$ cat src/hw/rtl/assert_macros.svh
// ----------------------------------------------------------------------------
// assert_macros.svh
// Shared assertion macros for the load cell reader RTL.
// ----------------------------------------------------------------------------
`ifndef ASSERT_MACROS_SVH
`define ASSERT_MACROS_SVH

// Property must hold on every rising clock edge outside reset.
`define LCR_ASSERT(lbl, clk, rst, prop, msg) \
   lbl: assert property (@(posedge clk) disable iff (rst) prop) else $error(msg);

// Expression must never be true outside reset.
`define LCR_NEVER(lbl, clk, rst, expr, msg) \
   lbl: assert property (@(posedge clk) disable iff (rst) !(expr)) else $error(msg);

`endif

$ cat src/hw/rtl/lcr_pkg.sv
// ----------------------------------------------------------------------------
// lcr_pkg
// Types and constants shared by the load cell reader modules.
// ----------------------------------------------------------------------------
`default_nettype none

package lcr_pkg;

   localparam int DATA_BITS  = 24;
   localparam int RAW_W      = 24;
   localparam int OFFSET_W   = 24;
   localparam int SCALE_W    = 16;
   localparam int WEIGHT_W   = 25;
   localparam int CNT_W      = $clog2(DATA_BITS + 2);
   localparam int DIV_CNT_W  = $clog2(WEIGHT_W);
   localparam int CSR_IDX_W  = 1;
   localparam int CSR_DATA_W = 24;

   localparam logic signed [OFFSET_W-1:0] ZERO_OFFSET_RESET = 24'sd532166;
   localparam logic [SCALE_W-1:0]         SCALE_RESET       = 16'd368;

   localparam logic [CSR_IDX_W-1:0] REG_ZERO_OFFSET   = 1'b0;
   localparam logic [CSR_IDX_W-1:0] REG_SCALE_DIVISOR = 1'b1;

   typedef enum logic [1:0] {
      PH_IDLE = 2'd0,
      PH_HIGH = 2'd1,
      PH_LOW  = 2'd2
   } phase_type;

   typedef enum logic [1:0] {
      ST_READY  = 2'd0,
      ST_DIVIDE = 2'd1,
      ST_REPORT = 2'd2
   } seq_state_type;

   typedef enum logic [1:0] {
      DIV_IDLE = 2'd0,
      DIV_RUN  = 2'd1,
      DIV_DONE = 2'd2
   } div_state_type;

   typedef struct packed {
      logic busy;
      logic done;
   } div_status_type;

endpackage

`default_nettype wire

$ cat src/hw/rtl/lcr_div.sv
// ----------------------------------------------------------------------------
// lcr_div
// Signed restoring divider, one quotient bit per cycle, truncates toward zero.
// ----------------------------------------------------------------------------
`default_nettype none
`include "assert_macros.svh"

module lcr_div (
   input  wire logic                                 clock,
   input  wire logic                                 reset,
   input  wire logic                                 start,
   input  wire logic signed [lcr_pkg::WEIGHT_W-1:0]  dividend,
   input  wire logic [lcr_pkg::SCALE_W-1:0]          divisor,
   output lcr_pkg::div_status_type                   status,
   output logic signed [lcr_pkg::WEIGHT_W-1:0]       quotient
);

   localparam int QW = lcr_pkg::WEIGHT_W;
   localparam int DW = lcr_pkg::SCALE_W;

   lcr_pkg::div_state_type state_ff, state_in;
   logic [lcr_pkg::DIV_CNT_W-1:0] cnt_ff, cnt_in;
   logic [QW-1:0] quo_ff, quo_in;
   logic [DW-1:0] rem_ff, rem_in;
   logic [DW-1:0] div_ff, div_in;
   logic          neg_ff, neg_in;

   logic [DW:0]   partial;
   logic [DW:0]   trial;
   logic          ge;
   logic          last_step;

   assign partial   = {rem_ff, quo_ff[QW-1]};
   assign trial     = partial - {1'b0, div_ff};
   assign ge        = partial >= {1'b0, div_ff};
   assign last_step = cnt_ff == lcr_pkg::DIV_CNT_W'(QW - 1);

   // next state
   always_comb begin
      state_in = state_ff;
      case (state_ff)
         lcr_pkg::DIV_IDLE: if (start) state_in = lcr_pkg::DIV_RUN;
         lcr_pkg::DIV_RUN:  if (last_step) state_in = lcr_pkg::DIV_DONE;
         lcr_pkg::DIV_DONE: state_in = lcr_pkg::DIV_IDLE;
         default:           state_in = lcr_pkg::DIV_IDLE;
      endcase
   end

   // datapath
   always_comb begin
      cnt_in = cnt_ff;
      quo_in = quo_ff;
      rem_in = rem_ff;
      div_in = div_ff;
      neg_in = neg_ff;
      if (start && state_ff == lcr_pkg::DIV_IDLE) begin
         neg_in = dividend[QW-1];
         quo_in = dividend[QW-1] ? QW'(-dividend) : QW'(dividend);
         rem_in = '0;
         cnt_in = '0;
         // zero divisor acts as one
         div_in = (divisor == '0) ? DW'(1) : divisor;
      end else if (state_ff == lcr_pkg::DIV_RUN) begin
         rem_in = ge ? trial[DW-1:0] : partial[DW-1:0];
         quo_in = {quo_ff[QW-2:0], ge};
         cnt_in = cnt_ff + 1'b1;
      end
   end

   always_ff @(posedge clock) begin
      if (reset) begin
         state_ff <= lcr_pkg::DIV_IDLE;
         cnt_ff   <= '0;
      end else begin
         state_ff <= state_in;
         cnt_ff   <= cnt_in;
      end
   end

   always_ff @(posedge clock) begin
      quo_ff <= quo_in;
      rem_ff <= rem_in;
      div_ff <= div_in;
      neg_ff <= neg_in;
   end

   assign status.busy = state_ff != lcr_pkg::DIV_IDLE;
   assign status.done = state_ff == lcr_pkg::DIV_DONE;
   assign quotient    = neg_ff ? -$signed(quo_ff) : $signed(quo_ff);

   `LCR_ASSERT(a_start_runs, clock, reset, (start && state_ff == lcr_pkg::DIV_IDLE) |=> (state_ff == lcr_pkg::DIV_RUN), "divider did not start")
   `LCR_ASSERT(a_done_after_run, clock, reset, status.done |-> $past(state_ff == lcr_pkg::DIV_RUN), "done without a full run")

endmodule

`default_nettype wire

$ cat src/hw/rtl/load_cell_adc_serial_reader.sv
// Latency: a tick's result item is presented the cycle after its input item is accepted.
// The tick that ends a conversion runs the 25-step divider; its reading is registered after the
// divider start, the 25 steps, the done state and the output load.
// Throughput: 1 item per cycle between conversions while the output is not stalled; the closing
// tick stalls the input until its reading has been loaded into the output register.
// Reset (synchronous, active high): idle phase, counters cleared, offset 532166, scale 368.
// ----------------------------------------------------------------------------
// load_cell_adc_serial_reader
// Bit-banged serial reader for a 24-bit load cell converter with weight calibration.
// ----------------------------------------------------------------------------
`default_nettype none
`include "assert_macros.svh"

module load_cell_adc_serial_reader (
   input  wire logic                                   clock,
   input  wire logic                                   reset,
   // tick items in
   input  wire logic                                   req_valid,
   output logic                                        req_stall,
   input  wire logic                                   req_data_pin,
   // result items out
   output logic                                        rsp_valid,
   input  wire logic                                   rsp_stall,
   output logic                                        rsp_clock_drive,
   output logic                                        rsp_reading_valid,
   output logic signed [lcr_pkg::RAW_W-1:0]            rsp_raw_code,
   output logic signed [lcr_pkg::WEIGHT_W-1:0]         rsp_weight,
   // configuration writes
   input  wire logic                                   csr_we,
   input  wire logic [lcr_pkg::CSR_IDX_W-1:0]          csr_index,
   input  wire logic [lcr_pkg::CSR_DATA_W-1:0]         csr_wdata
);

   localparam int NB = lcr_pkg::DATA_BITS;
   localparam int CW = lcr_pkg::CNT_W;

   // ---------------- configuration registers ----------------
   logic signed [lcr_pkg::OFFSET_W-1:0] zero_offset_ff;
   logic [lcr_pkg::SCALE_W-1:0]         scale_divisor_ff;

   always_ff @(posedge clock) begin
      if (reset) begin
         zero_offset_ff   <= lcr_pkg::ZERO_OFFSET_RESET;
         scale_divisor_ff <= lcr_pkg::SCALE_RESET;
      end else if (csr_we) begin
         case (csr_index)
            lcr_pkg::REG_ZERO_OFFSET:
               zero_offset_ff <= $signed(csr_wdata[lcr_pkg::OFFSET_W-1:0]);
            lcr_pkg::REG_SCALE_DIVISOR:
               scale_divisor_ff <= csr_wdata[lcr_pkg::SCALE_W-1:0];
            default: ;
         endcase
      end
   end

   // ---------------- sequencer and handshake ----------------
   lcr_pkg::seq_state_type state_ff, state_in;
   lcr_pkg::div_status_type div_status;
   logic signed [lcr_pkg::WEIGHT_W-1:0] div_quotient;

   logic out_free;      // output register empty or being taken this edge
   logic req_accept;
   logic final_tick;    // accepted tick is the falling edge of the gain pulse
   logic div_start;
   logic load_final;

   assign out_free   = !rsp_valid || !rsp_stall;
   assign req_accept = req_valid && !req_stall;

   // next state
   always_comb begin
      state_in = state_ff;
      case (state_ff)
         lcr_pkg::ST_READY:  if (req_accept && final_tick) state_in = lcr_pkg::ST_DIVIDE;
         lcr_pkg::ST_DIVIDE: if (div_status.done) state_in = lcr_pkg::ST_REPORT;
         lcr_pkg::ST_REPORT: if (out_free) state_in = lcr_pkg::ST_READY;
         default:            state_in = lcr_pkg::ST_READY;
      endcase
   end

   // sequencer outputs
   always_comb begin
      req_stall  = 1'b1;
      div_start  = 1'b0;
      load_final = 1'b0;
      case (state_ff)
         lcr_pkg::ST_READY: begin
            req_stall = !out_free;
            div_start = req_accept && final_tick;
         end
         lcr_pkg::ST_REPORT: load_final = out_free;
         default: ;
      endcase
   end

   always_ff @(posedge clock) begin
      if (reset) state_ff <= lcr_pkg::ST_READY;
      else       state_ff <= state_in;
   end

   // ---------------- serial clock / shift logic ----------------
   lcr_pkg::phase_type phase_ff, phase_in;
   logic [CW-1:0]      pulse_count_ff, pulse_count_in;
   logic [NB-1:0]      shift_bits_ff, shift_bits_in;
   logic               clk_level;
   logic [CW-1:0]      count_next;

   assign count_next = pulse_count_ff + 1'b1;

   always_comb begin
      phase_in       = phase_ff;
      pulse_count_in = pulse_count_ff;
      shift_bits_in  = shift_bits_ff;
      clk_level      = 1'b0;
      final_tick     = 1'b0;
      case (phase_ff)
         lcr_pkg::PH_HIGH: begin
            // falling edge: sample the data pin for the first NB pulses
            if (pulse_count_ff < CW'(NB))
               shift_bits_in = {shift_bits_ff[NB-2:0], req_data_pin};
            pulse_count_in = count_next;
            if (count_next >= CW'(NB + 1)) begin
               final_tick     = 1'b1;
               phase_in       = lcr_pkg::PH_IDLE;
               pulse_count_in = '0;
            end else begin
               phase_in = lcr_pkg::PH_LOW;
            end
         end
         lcr_pkg::PH_LOW: begin
            clk_level = 1'b1;
            phase_in  = lcr_pkg::PH_HIGH;
         end
         default: begin
            // idle, also the unused code: start when data-out goes low
            phase_in = lcr_pkg::PH_IDLE;
            if (!req_data_pin) begin
               clk_level      = 1'b1;
               phase_in       = lcr_pkg::PH_HIGH;
               pulse_count_in = '0;
               shift_bits_in  = '0;
            end
         end
      endcase
   end

   always_ff @(posedge clock) begin
      if (reset) begin
         phase_ff       <= lcr_pkg::PH_IDLE;
         pulse_count_ff <= '0;
         shift_bits_ff  <= '0;
      end else if (req_accept) begin
         phase_ff       <= phase_in;
         pulse_count_ff <= pulse_count_in;
         shift_bits_ff  <= shift_bits_in;
      end
   end

   // ---------------- conversion result ----------------
   logic signed [lcr_pkg::RAW_W-1:0]    raw_value;
   logic signed [lcr_pkg::WEIGHT_W-1:0] offset_diff;
   logic signed [lcr_pkg::RAW_W-1:0]    raw_hold_ff;

   // take the code as signed from its top bit
   assign raw_value   = lcr_pkg::RAW_W'($signed(shift_bits_in));
   assign offset_diff = lcr_pkg::WEIGHT_W'(zero_offset_ff) - lcr_pkg::WEIGHT_W'(raw_value);

   always_ff @(posedge clock) begin
      if (div_start) raw_hold_ff <= raw_value;
   end

   lcr_div u_div (
      .clock    (clock),
      .reset    (reset),
      .start    (div_start),
      .dividend (offset_diff),
      .divisor  (scale_divisor_ff),
      .status   (div_status),
      .quotient (div_quotient)
   );

   // ---------------- output register ----------------
   logic                                rsp_valid_ff, rsp_valid_in;
   logic                                rsp_clock_drive_ff, rsp_clock_drive_in;
   logic                                rsp_reading_valid_ff, rsp_reading_valid_in;
   logic signed [lcr_pkg::RAW_W-1:0]    rsp_raw_code_ff, rsp_raw_code_in;
   logic signed [lcr_pkg::WEIGHT_W-1:0] rsp_weight_ff, rsp_weight_in;
   logic                                load_tick;

   assign load_tick = req_accept && !final_tick;

   always_comb begin
      rsp_valid_in         = rsp_valid_ff && rsp_stall;
      rsp_clock_drive_in   = rsp_clock_drive_ff;
      rsp_reading_valid_in = rsp_reading_valid_ff;
      rsp_raw_code_in      = rsp_raw_code_ff;
      rsp_weight_in        = rsp_weight_ff;
      if (load_tick) begin
         rsp_valid_in         = 1'b1;
         rsp_clock_drive_in   = clk_level;
         rsp_reading_valid_in = 1'b0;
         rsp_raw_code_in      = '0;
         rsp_weight_in        = '0;
      end else if (load_final) begin
         // gain pulse has fallen: clock low, reading reported
         rsp_valid_in         = 1'b1;
         rsp_clock_drive_in   = 1'b0;
         rsp_reading_valid_in = 1'b1;
         rsp_raw_code_in      = raw_hold_ff;
         rsp_weight_in        = div_quotient;
      end
   end

   always_ff @(posedge clock) begin
      if (reset) rsp_valid_ff <= 1'b0;
      else       rsp_valid_ff <= rsp_valid_in;
   end

   always_ff @(posedge clock) begin
      rsp_clock_drive_ff   <= rsp_clock_drive_in;
      rsp_reading_valid_ff <= rsp_reading_valid_in;
      rsp_raw_code_ff      <= rsp_raw_code_in;
      rsp_weight_ff        <= rsp_weight_in;
   end

   assign rsp_valid         = rsp_valid_ff;
   assign rsp_clock_drive   = rsp_clock_drive_ff;
   assign rsp_reading_valid = rsp_reading_valid_ff;
   assign rsp_raw_code      = rsp_raw_code_ff;
   assign rsp_weight        = rsp_weight_ff;

   `LCR_ASSERT(a_stall_while_busy, clock, reset, (state_ff != lcr_pkg::ST_READY) |-> req_stall, "item accepted during division")
   `LCR_ASSERT(a_done_in_divide, clock, reset, div_status.done |-> (state_ff == lcr_pkg::ST_DIVIDE), "divider result with no conversion pending")
   `LCR_NEVER(a_start_when_busy, clock, reset, div_start && div_status.busy, "divider restarted while busy")
   `LCR_ASSERT(a_final_reports, clock, reset, load_final |=> (rsp_valid && rsp_reading_valid), "reading not presented")

endmodule

`default_nettype wire
$ cat config.mk
export PLATFORM = sky130hd
export DESIGN_NAME = load_cell_adc_serial_reader
export DESIGN_NICKNAME = d
export VERILOG_FILES = /design/src/hw/rtl/lcr_pkg.sv /design/src/hw/rtl/lcr_div.sv /design/src/hw/rtl/load_cell_adc_serial_reader.sv
export VERILOG_INCLUDE_DIRS = /design/src /design/src/hw/rtl
export SDC_FILE = /design/constraint.sdc
export NUM_CORES = 1
export LEC_CHECK = 0
export ABC_AREA = 0
export BUFFER_PORTS_ARGS = -buffer_cell sky130_fd_sc_hd__buf_2
export CAP_MARGIN = 20
export CORE_UTILIZATION = 60
export CTS_CLUSTER_SIZE = 14
export DETAILED_ROUTE_END_ITERATION = 8
export MAX_ROUTING_LAYER = met4
export PLACE_DENSITY = 0.79
export RECOVER_POWER = 100
export SLEW_MARGIN = 20
export SYNTH_ARGS = -nofsm -noshare
export SYNTH_HDL_FRONTEND = slang
export SYNTH_SLANG_ARGS = --single-unit
$ cat constraint.sdc
create_clock -name clock -period 9.3 [get_ports clock]
set_input_delay 1.86 -clock clock [delete_from_list [all_inputs] [get_ports clock]]
set_output_delay 1.86 -clock clock [all_outputs]
set_load 0.02 [all_outputs]
## Yosys cells after proc, flatten, opt, wreduce, memory -nomap -nowiden

Cells that the tools add are included.

- Bits in registers: 214
- Input bits: 31
- Logic and storage cells: 96

- Add/sub/neg operators: 6
- $lt $le $gt $ge: 3
- Equality and inequality tests: 13
- Mux-type cells: 32
- Bitwise gates (word level): 2
- Reductions and logical operators: 22

Operators by type and width:

| cell | number |
|---|---|
| $mux 25 | 4 |
| $neg 25->25 | 2 |
| $mux 24 | 2 |
| $pmux 24 s2 | 1 |
| $sub 24x24->25 | 1 |
| $ge 17x16->1 | 1 |
| $logic_not 16->1 | 1 |
| $mux 16 | 1 |
| $sub 16x16->16 | 1 |
| $mux 2 | 6 |
| $mux 1 | 11 |
| $add 5x1->5 const B | 2 |
| $mux 5 | 2 |
| $pmux 5 s2 | 1 |
| $pmux 2 s2 | 2 |
| $eq 2x1->1 const B | 3 |
| $eq 2x2->1 const B | 3 |
| $ne 2x1->1 const B | 3 |
| $ne 2x2->1 const B | 3 |
| $pmux 2 s3 | 1 |
| $reduce_and 2->1 | 3 |
| $reduce_and 3->1 | 2 |
| $eq 5x5->1 const B | 1 |
| $ge 5x5->1 const B | 1 |
| other kinds (9) | 20 |

## Depth between registers and ports, before layout

Gate-level depths: netlist of the first run.

- Depth in word-level cells: 10
- Mapped depth: 25
- Mapped depth without buffers: 20

## By module

A second synthesis of the first run with hierarchy kept.

- Cell total of the unflattened synthesis: 1391
- Area total of the unflattened synthesis: 11598.6 um^2

Modules (own cells, without submodules):

| module | times used | cells an instance | area an instance (um^2) |
|---|---|---|---|
| load_cell_adc_serial_reader | 1 | 892 | 7144.4 |
| lcr_div | 1 | 499 | 4454.3 |

## Worst setup path before layout of the first run

Ideal clock, no wire load.

- Path kind: in2reg
- From: input port req_data_pin
- To: register u_div.quo_ff[23], data pin
- Setup time: 145 ps
- Arrival: 6146 ps
- Path slack: 3009 ps
- Stages on the path: 19
- Path buffers: 3
- Path through: nand2b_1 clkbuf_1 and2_4 buf_6 clkbuf_1 a22oi_1 ha_1 o21a_1 o31a_1 o41ai_1 maj3_2 or4_1 a31o_1 a2111oi_4 nand4_2 or4_4 o31ai_2 xnor3_1 o21ai_1

- Word-level cells in the longest chain between the ends: 6

RTL lines:

| item | RTL line | source |
|---|---|---|
| start: declaration | load_cell_adc_serial_reader.sv:20 | `input wire logic req_data_pin,` |
| $mux 24, on equally long branches | load_cell_adc_serial_reader.sv:137, load_cell_adc_serial_reader.sv:119 |  |
| $pmux 24 s2 (*) | load_cell_adc_serial_reader.sv:116 | `case (phase_ff)` |
| $sub 24x24->25 (*) | load_cell_adc_serial_reader.sv:166 | `assign offset_diff = lcr_pkg::WEIGHT_W'(zero_offset_ff) - lcr_pkg::WEIGHT_W'(raw_value);` |
| $neg 25->25 | lcr_div.sv:58 | `quo_in = dividend[QW-1] ? QW'(-dividend) : QW'(dividend);` |
| $mux 25 (*) | lcr_div.sv:58 |  |
| $mux 25 (*) | lcr_div.sv:56 | `if (start && state_ff == lcr_pkg::DIV_IDLE) begin` |
| via u_div.quo_in[23] | lcr_div.sv:23 | `logic [QW-1:0] quo_ff, quo_in;` |
| end signal: assignment | lcr_div.sv:81 | `quo_ff <= quo_in;` |
| end: declaration | lcr_div.sv:23 |  |

Mark *: on every way through the listed nets, which the timed path passes. The rest lies on a longest branch.
A chain may end at the register's enable or synchronous reset.

## Worst setup path in the final report of the first run

Same ends and word-level chain as after synthesis.

==> results.cfg, run 1 <==
[critical_path]
max_stage_delay_ps = 800
cp_common_cell = or4_1
critPathMaxFanout = 18
worstSetupEndpointType = register
worst-setup-path-type = primary input to register
critical_path.slowest_cell = and2_0
critical_path.cell_chain = clkbuf_1 > nand2b_1 > and2_0 > a22oi_1 > ha_1 > nor2b_1 > o31a_1 > o41ai_1 > maj3_1 > or4_1 > a31o_1 > a2111oi_4 > nand4_1 > or4_1 > o31ai_1 > xnor3_1 > o21ai_1
arrival_ps = 7350
cp.required_ps = 9670
startpoint_type = primary input

[global_routing]
grtUsageTotal = 0.285
grt_pass1_vias = 8482
grt_max_degree = 82
grt-ovfl-total = 0
antenna_found_initial = 0
grt_pass1_wl_mm = 43.5

[clock_tree]
cts_tree = done
ctsLongestPathBuffers = 3
ctsHtreeMaxLevel = 1
cts_resized = 0
clk_pin_slew_worst_paths_ps = 60
cts.sinks = 214
clock_latency_ps = 520
cts_setup_buffers = 0
postCtsHoldBufs = 0
root_buffer = clkbuf_16
cts_buffers = 23

[synthesis]
synthSimpleGateAreaFrac = 0.190
yosysTopAreaCellShare = 0.258
syn_avg_cell_area_sq_um = 8.63
synth.top_cells.by_area = dfxtp_1, edfxtp_1, nand2_1, ha_1, o21ai_0
synth-seq-cells = 214
yosys.area.top_type = dfxtp_1
syn_area_sq_um = 11400
synthXorXnorAreaFrac = 0.0627
synth-compound-area-share = 0.196
synth_edf_count = 67
synthAdderAreaFrac = 0.0500
yosysUniqueCellTypes = 77
syn_nets = 1393
synth-seq-area-share = 0.435
yosysWarnings = 0
synth_top_family_by_area = compound AO/OA/AOI/OAI gates
synth.area.mux_share = 0.0149
syn_inst = 1321
ys.flop_type = dfxtp_1
async_reset_ff_frac = 0

[power]
power.density_nw_per_um2 = 184
leakagePower_nw = 4.94
peakVddDrop_mv = 0.133

[route]
drt_pre_antenna_iters = 5
drtAntennaViolNets = 0
finalWirelength_mm = 27.2
wl_per_cell_um = 16.9
drt_iter0_markers = 814
drc = 0
via_per_inst = 5.89
vias = 9483

[cells_and_area]
final_cell_mix = nand2_1, dfxtp_1, o21ai_0
num_antenna_cells = 0
fill_cells = 1605
layout_commonest_cell = nand2_1
nets = 1430
area_growth_pct = 9.59
layout-drive-gt1-share = 0.0596
final_util = 0.670

[sta]
worst_pin_slew_ps = 3470
setup_viol = 0
relSlewSlack = -1.31
finalCritPeriodShare = 0.751
hold_viol = 0
rsz0062_at_grt = no
fin_crit_ps = 6990
fmax_mhz = 143
setup_ws_ps = 2310
finalSetupTns_ps = 0
fin_skew_ps = 12.4
slew_violations = 132

[floorplan]
die_area_sq_um = 19600
die_h_um = 140
coreArea_sq_um = 18600
io_pins = 84
start_util = 0.611
fp-row-count = 50
die_w_um = 140

[flow_run]
cap_violations = 2

[hold_path]
hp-class = register to register

[run_status]
status = finished with violations
violations = capacitance limit, slew limit

[placed_design]
pre_cts_ws_ps = 2770
place.port_buffers = 83
gp_congestion = 0.909
post-dp-hpwl_mm = 19.7
metal layers:
| metal | track usage | part of all wire |
|---|---|---|
| met3 | 0.0420 | 0.058 |
| met4 | 0.0769 | 0.020 |
| met2 | 0.423 | 0.44 |
| met5 | - | 0 |
| met1 | 0.407 | 0.48 |
worst max-delay path, delay by kind of cell:
| family | cells | cell delay (ps) |
|---|---|---|
| buffers and inverters | 1 | 210 |
| adder cells (fa/ha/maj) | 2 | 810 |
| XOR/XNOR | 1 | 260 |
| AO/OA/AOI/OAI | 7 | 1730 |
| AND/OR/NAND/NOR | 6 | 2470 |
power by group:
group          internal, mW  switching, mW
sequential            0.987         0.0249
combinational         0.163          0.241
clock                 0.508          0.373
kinds of logic after synthesis:
logic type | count (synthesis)
adder cells (fa/ha/maj) | 45
buffers and inverters | 153
AO/OA/AOI/OAI | 338
flip-flops | 214
multiplexers | 17
AND/OR/NAND/NOR | 474
XOR/XNOR | 80
layout make-up:
class                      count  area (sq um)  area share
inverter                      72           270      0.0216
timing repair buffer          93           407      0.0326
multi-input combinational    954          5850       0.468
clock inverter                 9          86.3     0.00691
sequential                   214          4950       0.397
tap                          234           293      0.0234
clock buffer                  33           634      0.0508
flip-flops by register name, indices dropped and copies added, names as in the netlist, 5 cells and up:
name / cells
rsp_weight: 25
u_div.quo_ff: 25
raw_hold_ff: 24
rsp_raw_code: 24
shift_bits_ff: 24
zero_offset_ff: 24
scale_divisor_ff: 16
u_div.div_ff: 16
u_div.rem_ff: 16
pulse_count_ff: 5
u_div.cnt_ff: 5
synthesized netlist by cell type (4+ instances only):
master / number
and2_1: 14
a22oi_1: 14
nor3_1: 26
nand2b_1: 17
clkbuf_1: 75
a211oi_1: 33
o21ai_0: 91
xor2_1: 38
o21ai_1: 8
nor2_1: 88
xnor2_1: 41
o41ai_1: 7
a211o_1: 5
and3_1: 8
dfxtp_1: 147
a221oi_1: 5
a31oi_1: 7
or3_1: 11
o21a_1: 11
o21bai_1: 4
a21oi_1: 76
o31ai_1: 11
o211ai_1: 5
mux2i_1: 17
nand2_1: 216
inv_1: 69
or4_1: 5
nand3b_1: 10
o211a_1: 4
edfxtp_1: 67
nand3_1: 42
ha_1: 39
nor2b_1: 9
a21o_1: 10
a21boi_0: 5
a22o_1: 4
nand4_1: 13
nor4_1: 5
stage by stage:
stage / cells / total power, mW / hold WS [ps] / instance area, sq um
finish: 1609 / 2.30 / 445 / 12500
global route: 1609 / 2.39 / 475 / 12500
CTS: 1609 / 2.30 / 446 / 12600
detailed placement: 1567 / 1.43 / 439 / 11900
global placement: 1567 / 1.42 / 430 / 11900
floorplan: 1321 / 1.34 / 418 / 11400
path summary, 6_finish.rpt:
kind / end / from / cells after the start / slack (ps)
max reg2reg: u_div.quo_ff[23] / phase_ff[0] / 18 / 3050
min: rsp_raw_code[22] / raw_hold_ff[22] / 2 / 450
min reg2reg: rsp_raw_code[22] / raw_hold_ff[22] / 2 / 450
max: u_div.quo_ff[23] / req_data_pin / 17 / 2310
(Power assumes the default switching activity.)
==> run 2, diff against run 1 <==
--- a/config.mk
+++ b/config.mk
@@ -9,11 +9,11 @@
 export ABC_AREA = 0
 export BUFFER_PORTS_ARGS = -buffer_cell sky130_fd_sc_hd__buf_2
 export CAP_MARGIN = 20
-export CORE_UTILIZATION = 60
+export CORE_UTILIZATION = 55
 export CTS_CLUSTER_SIZE = 14
 export DETAILED_ROUTE_END_ITERATION = 8
 export MAX_ROUTING_LAYER = met4
-export PLACE_DENSITY = 0.79
+export PLACE_DENSITY = 0.77
 export RECOVER_POWER = 100
 export SLEW_MARGIN = 20
 export SYNTH_ARGS = -nofsm -noshare
==> constraint.sdc (replaced) <==
create_clock -name clock -period 6.25 [get_ports clock]
set_input_delay 1.25 -clock clock [delete_from_list [all_inputs] [get_ports clock]]
set_output_delay 1.25 -clock clock [all_outputs]
set_load 0.02 [all_outputs]
==> results.cfg, run 2 (synthesized netlist as in run 1, its figures left out) <==
[run_status]
status = finished with violations
violations = capacitance limit, slew limit

[cells_and_area]
fin_cells = 1648
area_growth_pct = 10.2
layout_commonest_cell = nand2_1
multi_input_area_sq_um = 5850
fill_cells = 1810
layout-drive-gt1-share = 0.0668
register_area_sq_um = 4950
final_cell_mix = nand2_1, dfxtp_1, o21ai_0
nets = 1433

[sta]
finalCritPeriodShare = 0.919
rsz0062_at_grt = no
setup_viol = 0
worst_pin_slew_ps = 3530
slew_violations = 131
fmax_mhz = 174
fin_crit_ps = 5750
hold_viol = 0
fin_skew_ps = 8.84
relSlewSlack = -1.35
finalSetupTns_ps = 0
setup_ws_ps = 504

[placed_design]
post-dp-hpwl_mm = 19.5
place_inst = 1606
place.port_buffers = 83
gp_congestion = 0.929
pre_cts_ws_ps = 340

[floorplan]
io_pins = 84
fp-row-count = 52
die_h_um = 146
die_w_um = 146
coreArea_sq_um = 20300
start_util = 0.561
die_area_sq_um = 21300

[clock_tree]
clk_pin_slew_worst_paths_ps = 60
ctsHtreeMaxLevel = 1
root_buffer = clkbuf_16
postCtsHoldBufs = 0
cts_setup_buffers = 0
ctsLongestPathBuffers = 3
cts_buffers = 23
cts_resized = 0
clock_latency_ps = 500
cts_tree = done
cts.sinks = 214

[critical_path]
critical_path.slowest_cell = a2111oi_2
critical_path.cell_chain = inv_1 > ha_1 > inv_1 > and2_0 > a22oi_1 > ha_1 > o21a_1 > o31a_1 > o41ai_1 > maj3_2 > or4_1 > a31o_1 > a2111oi_2 > nand4_2 > or4_4 > o31ai_2 > xnor3_1 > o21ai_1
worstSetupEndpointType = register
startpoint_type = register
worst-setup-path-type = register to register
max_stage_delay_ps = 570
arrival_ps = 6100
path_buf_inv = 2
cp.required_ps = 6600
critPathMaxFanout = 16
cp_top_family = compound AO/OA/AOI/OAI gates

[route]
vias = 9426
via_per_inst = 5.72
drc = 0
dr_wl_met2_mm = 11.6
wl_met3_mm = 1.45
finalWirelength_mm = 26.8
wl_per_cell_um = 16.3
drt_iter0_markers = 671
drt_pre_antenna_iters = 5
routedLengthMet1_mm = 13.0
drtAntennaViolNets = 0
highest_layer = met4

[global_routing]
grtUsageTotal = 0.259
grt_max_degree = 82
antenna_found_initial = 0
grt_pass1_wl_mm = 43.5
grt-ovfl-total = 0
grt_pass1_vias = 8540

[power]
seqPwrFrac = 0.441
swShare = 0.276
fin_total_pwr_mw = 3.41
clock_power_share = 0.382
peakVddDrop_mv = 0.174
p_int_mw = 2.47
power.density_nw_per_um2 = 272
leakagePower_nw = 4.97
power.net_switching_mw = 0.940
p_comb_frac = 0.177

[hold_path]
hp-class = register to register

[flow_run]
cap_violations = 2
## run 2: path summary, 6_finish.rpt
| check | from | to | slack (ps) | cells after the start |
|---|---|---|---|---|
| max | phase_ff[0] | u_div.quo_ff[23] | 500 | 18 |
| min | raw_hold_ff[21] | rsp_raw_code[21] | 450 | 2 |
| max reg2reg | phase_ff[0] | u_div.quo_ff[23] | 500 | 18 |
| min reg2reg | raw_hold_ff[21] | rsp_raw_code[21] | 450 | 2 |
## run 2: power groups by stage
stage / registers, mW / logic [mW] / clock network (mW)
2_1_floorplan: 1.52 / 0.475 / 0
3_3_place_gp: 1.53 / 0.585 / 0
3_5_place_dp: 1.53 / 0.598 / 0
4_1_cts: 1.50 / 0.602 / 1.32
5_1_grt: 1.51 / 0.668 / 1.37
6_report: 1.51 / 0.602 / 1.30
## run 2: routing by layer
layer	vias up	track usage
met4	0	0.0895
met2	254	0.389
met5	-	-
met1	4364	0.363
li1	4761	-
met3	47	0.0298
## run 2: through the flow
step           instance area [sq um]  hold WS, ps   util
2_1_floorplan                  11400          418      -
3_3_place_gp                   11900          427  0.589
3_5_place_dp                   11900          436  0.589
4_1_cts                        12700          445  0.624
5_1_grt                        12600          464  0.619
6_report                       12600          448  0.619
## run 2: worst min-delay path, stage by stage (launching register included)
cell and delay, ps:
edfxtp_1 320, nand2_1 40, o21ai_0 60
## run 2: cell type report
| class | count | area share |
|---|---|---|
| multi-input cells | 954 | 0.466 |
| repair buffers | 96 | 0.0334 |
| diodes | 1 | 0.000199 |
| inverters | 72 | 0.0215 |
| clock buffers | 29 | 0.0501 |
| well taps | 270 | 0.0269 |
| clock inverters | 12 | 0.00757 |
| flip-flops and latches | 214 | 0.395 |
